## src/hw/rtl/ssp_ram.sv

```systemverilog
`timescale 1ns / 1ps
// single port write, single port read synchronous ram with a registered read
// no dependencies

module ssp_ram #(
  parameter int AW = 8,
  parameter int DW = 8
) (
  input  logic          clk,
  input  logic          we,
  input  logic [AW-1:0] waddr,
  input  logic [DW-1:0] wdata,
  input  logic [AW-1:0] raddr,
  output logic [DW-1:0] rdata
);

  logic [DW-1:0] mem [2**AW];

  // write port
  always_ff @(posedge clk) begin
    if (we) begin
      mem[waddr] <= wdata;
    end
  end

  // registered read port
  always_ff @(posedge clk) begin
    rdata <= mem[raddr];
  end

endmodule
```

## config.mk

```make
export PLATFORM = sky130hd
export DESIGN_NAME = ssp_ram
export DESIGN_NICKNAME = d
export VERILOG_FILES = /design/src/hw/rtl/ssp_ram.sv
export SDC_FILE = /design/constraint.sdc
export NUM_CORES = 2
export LEC_CHECK = 0
export BUFFER_PORTS_ARGS = -buffer_cell sky130_fd_sc_hd__buf_2
export CORE_MARGIN = 8
export CORE_UTILIZATION = 30
export CTS_BUF_LIST = sky130_fd_sc_hd__clkbuf_4 sky130_fd_sc_hd__clkbuf_8
export DETAILED_ROUTE_END_ITERATION = 6
export PLACE_DENSITY = 0.52
export SETUP_SLACK_MARGIN = 0.5
export SLEW_MARGIN = 20
export SYNTH_ARGS = -nofsm -noshare
export SYNTH_HDL_FRONTEND = slang
export SYNTH_SLANG_ARGS = --single-unit
```

## constraint.sdc

```tcl
create_clock -name clk -period 2.95 [get_ports clk]
set_input_delay 0.59 -clock clk [delete_from_list [all_inputs] [get_ports clk]]
set_output_delay 0.59 -clock clk [all_outputs]
set_load 0.02 [all_outputs]
```

Yosys cells after proc, flatten, opt, wreduce, memory -nomap -nowiden
Memories as Yosys holds them, arrays and structs flattened. A register that Yosys moved wholly into a read port is not among the register bits.
Cells that the tools add are included.
{"block": "totals", "register_bits": 0, "ram_bits": 2048, "out_inout_bits": 8, "elab_cells": 3, "mem_count": 1}
{"memory": "mem", "depth": 256, "width": 8, "read_ports": 1, "rd_ports_with_merged_regs": 1, "write_ports": 1, "line_no": "17", "rtl": "logic [DW-1:0] mem [2**AW];"}
{"block": "op_classes", "mux": 2}
{"operator": "1-bit two-way mux", "n": 2}

Longest topological paths before layout
{"block": "logic_depth", "word_depth": 2, "mapped_depth": 11, "mapped_depth_nobuf": 6}

Least setup slack after synthesis
Ideal clock, no wire load.
{"block": "synth_path", "path_kind": "input to register", "from": "input port raddr[0]", "to": "register rdata[2], read port of mem", "arrival_time_ns": 2.397, "slack_ns": 0.422, "cell_stages": 9, "path_cell_list": "buf_6 buf_12 buf_8 buf_2 mux4_2 a22oi_1 a21oi_1 nor4_1 nor4_2"}
{"item": "start: declaration", "line_no": "13", "rtl": "input logic [AW-1:0] raddr,"}
{"item": "end: declaration", "line_no": "14", "rtl": "output logic [DW-1:0] rdata"}

==> metrics.txt <==
yosys warns 0; EDFF count, synth just over 2000; DIE AREA 282000 sq um; Async SR Flop Fraction 0%; Crit Path Class reg2reg; I/O pin count 34; final setup skew 89.8 ps; Setup crit end rdata[5]; GR Overflow Total 0; CTS tree built; P_sw 13500 uW; Fin. Hold Viols 0; Combinational Power Share under 10%; pre-CTS setup slack -694 ps; largest net degree at the start of global routing 97; Worst R2R End rdata[5]; commonest non-fill, non-tap cell in the layout edfxtp_1; first-pass GRT wire length 312 mm; Final Slew Violations 0; RSZ-0062 raised after global routing yes; WL/cell roughly 26 microns; Sw Ratio roughly 22%; worst-path maximum fanout 1; met1 WL around 95 mm; reg2reg start mem[34][5]; Synth Cell Area ~80000 sq um; initial antenna violation count 14; uppermost routed layer met5; total number of vias 41000; synthesis-stage register bit count around 2100; fin nets around 4600; main flop type after synthesis edfxtp_1; max-cap violations 0; most frequent cells in the layout edfxtp_1, buf_4, mux4_2; Routed WL approximately 220 mm; Max VDD drop about 490 uV; gpl congestion a little over 0.8; FF-to-FF path depth 7; Cell variety after synth 55; Chip Width roughly 530 microns; H-tree levels 5; post-CTS setup buffers 0; final setup TNS 0 ps; Syn Area/Cell 21.3 sq um; Seq pwr share between 50% and 60%; worst slew pin tran roughly 910 ps; Post-Syn Instances ~3700; relative slew slack about two fifths; count of final setup violators 0; Arrival @ worst endpoint 3300 ps; min Tclk post-route 2400 ps; routed wl met2 roughly 100 mm; CP Capture Type flop; R2R Setup Slk ~550 ps; DP HPWL about 140 mm; Port-buffer cells 33; root buf cell clkbuf_8; Vias/cell 4.93; worst hold path startpoint wdata[6]; area grow syn2layout 20.0%; final core utilization 36.1%; power density cells between 600 and 700 nW/um^2; TritonCTS buffer count 358; GRT Total Usage roughly 15%; f_max approximately 420 MHz; # rows between 150 and 200; Clock power frac between 40% and 50%; Starting Density between 30 and 40%; die height 531 microns; Internal Power between 40000 and 50000 uW; Min-Delay Path Class in2reg; WP data required ~3900 ps; Sink Count between 2000 and 2500; ANT nets after route 0; CTS Buffer Depth 4; Worst-Skew Late Latency 1040 ps; core box area 264000 sq um; status finished, final reports clean; Worst setup SP type flop; static leakage about 0.031 uW; Worst-path clk slew 60 ps; Critical Path Start mem[34][5]; syn nets roughly 3800; final worst slack about 550 ps; DRT Pass-1 Iters 5; Pwr Total about 61000 uW; vias in the first global route approximately 43000; met3 WL roughly 12 mm; drt initial violations 4021; layout cells sized above 1 ~36%; # fillers ~25000; sequential share of the synthesized area slightly below 80%; Final Cycle Share 81.5%; DR DRC count 0
==> worst max-delay path, stage by stage (launching register included) <==
cell      delay (ps)
edfxtp_1         360
mux4_2           470
nand2b_1         160
a311oi_1         390
o221ai_2         240
a211oi_2         410
buf_4            190
nor4_1            40
==> layer usage <==
layer	up-vias	track usage [%]
li1	17400	-
met1	22000	20.9
met2	1341	24.5
met3	333	2.75
met4	2	4.70
met5	-	0
==> timing repair <==
item                                   in CTS  in global routing
pin swaps                                   0                  1
endpoints found under the hold margin     162                  0
resized for setup                          15                  9
hold buffers                                7                  0
setup endpoints to repair                  12                  4
==> layout make-up <==
cell class / count / area, sq um / share of cell area [%]
Antenna cell: 9 / 22.5 / 0.0236
Clock inverter: 133 / 800 / 0.837
Tap cell: 3533 / 4420 / 4.63
Clock buffer: 486 / 5930 / 6.21
Sequential cell: 2056 / 61700 / 64.6
Timing Repair Buffer: 668 / 6020 / 6.30
Multi-Input combinational cell: 1442 / 16600 / 17.4
Inverter: 2 / 7.51 / 0.00786
==> sequential cells by signal (all words and copies together), names as in the netlist <==
register and count:
rdata 8, mem 2048
==> synth_stat cells (4+ instances only) <==
cell type | n | area, sq um
edfxtp_1 | 2048 | 61500
mux4_2 | 454 | 10200
nor2_1 | 282 | 1060
mux2i_1 | 134 | 1340
a22oi_1 | 133 | 998
clkbuf_1 | 111 | 417
a21oi_1 | 96 | 480
o221ai_1 | 46 | 403
nand3_1 | 34 | 170
nand2_1 | 33 | 124
buf_2 | 31 | 155
nor2b_1 | 31 | 194
o22ai_1 | 28 | 175
buf_4 | 27 | 203
nor4_1 | 24 | 150
buf_1 | 22 | 82.6
nor3_1 | 22 | 110
buf_6 | 21 | 236
a211oi_1 | 16 | 120
a221oi_1 | 13 | 114
buf_8 | 13 | 195
nand4_1 | 10 | 62.6
o211ai_1 | 10 | 75.1
o21ai_0 | 10 | 50.1
a22o_1 | 8 | 70.1
buf_12 | 8 | 160
dfxtp_1 | 8 | 160
nand2b_1 | 8 | 50.1
and2_1 | 6 | 37.5
o22a_1 | 5 | 43.8
o32ai_1 | 4 | 35.0
or2_2 | 4 | 25.0
==> cell families after synthesis <==
| family | share of synthesized area (%) |
|---|---|
| mux | 14.6 |
| buf+inv | 1.83 |
| compound gates | 3.42 |
| simple gates | 2.63 |
| flops | 77.5 |
==> worst min-delay path by stage <==
stage	end	slack (ps)	depth (start not counted)
floorplan	mem[0][0]	690	0
global placement	mem[82][7]	1050	1
detailed placement	mem[82][7]	1060	1
CTS	mem[83][6]	70	1
global route	mem[83][6]	90	1
finish	mem[80][6]	140	1
==> through the flow <==
step / hold slack [ps] / cell area [sq um] / cells
detailed placement: 1060 / 88600 / 7694
global route: 85.4 / 95500 / 8329
finish: 140 / 95500 / 8329
floorplan: 689 / 79700 / 3733
global placement: 1050 / 88600 / 7693
CTS: 66.0 / 95400 / 8320
==> power by group through the flow <==
| stage | Clock [uW] | Combinational [uW] | Sequential, uW |
|---|---|---|---|
| after floorplan | 0 | 1580 | 32900 |
| after global placement | 0 | 3400 | 32900 |
| after detailed placement | 0 | 3420 | 32900 |
| after CTS | 25700 | 3450 | 32300 |
| after global routing | 26800 | 3580 | 32300 |
| final | 25000 | 3390 | 32300 |
Note: power is estimated with default switching activity, not from simulation.
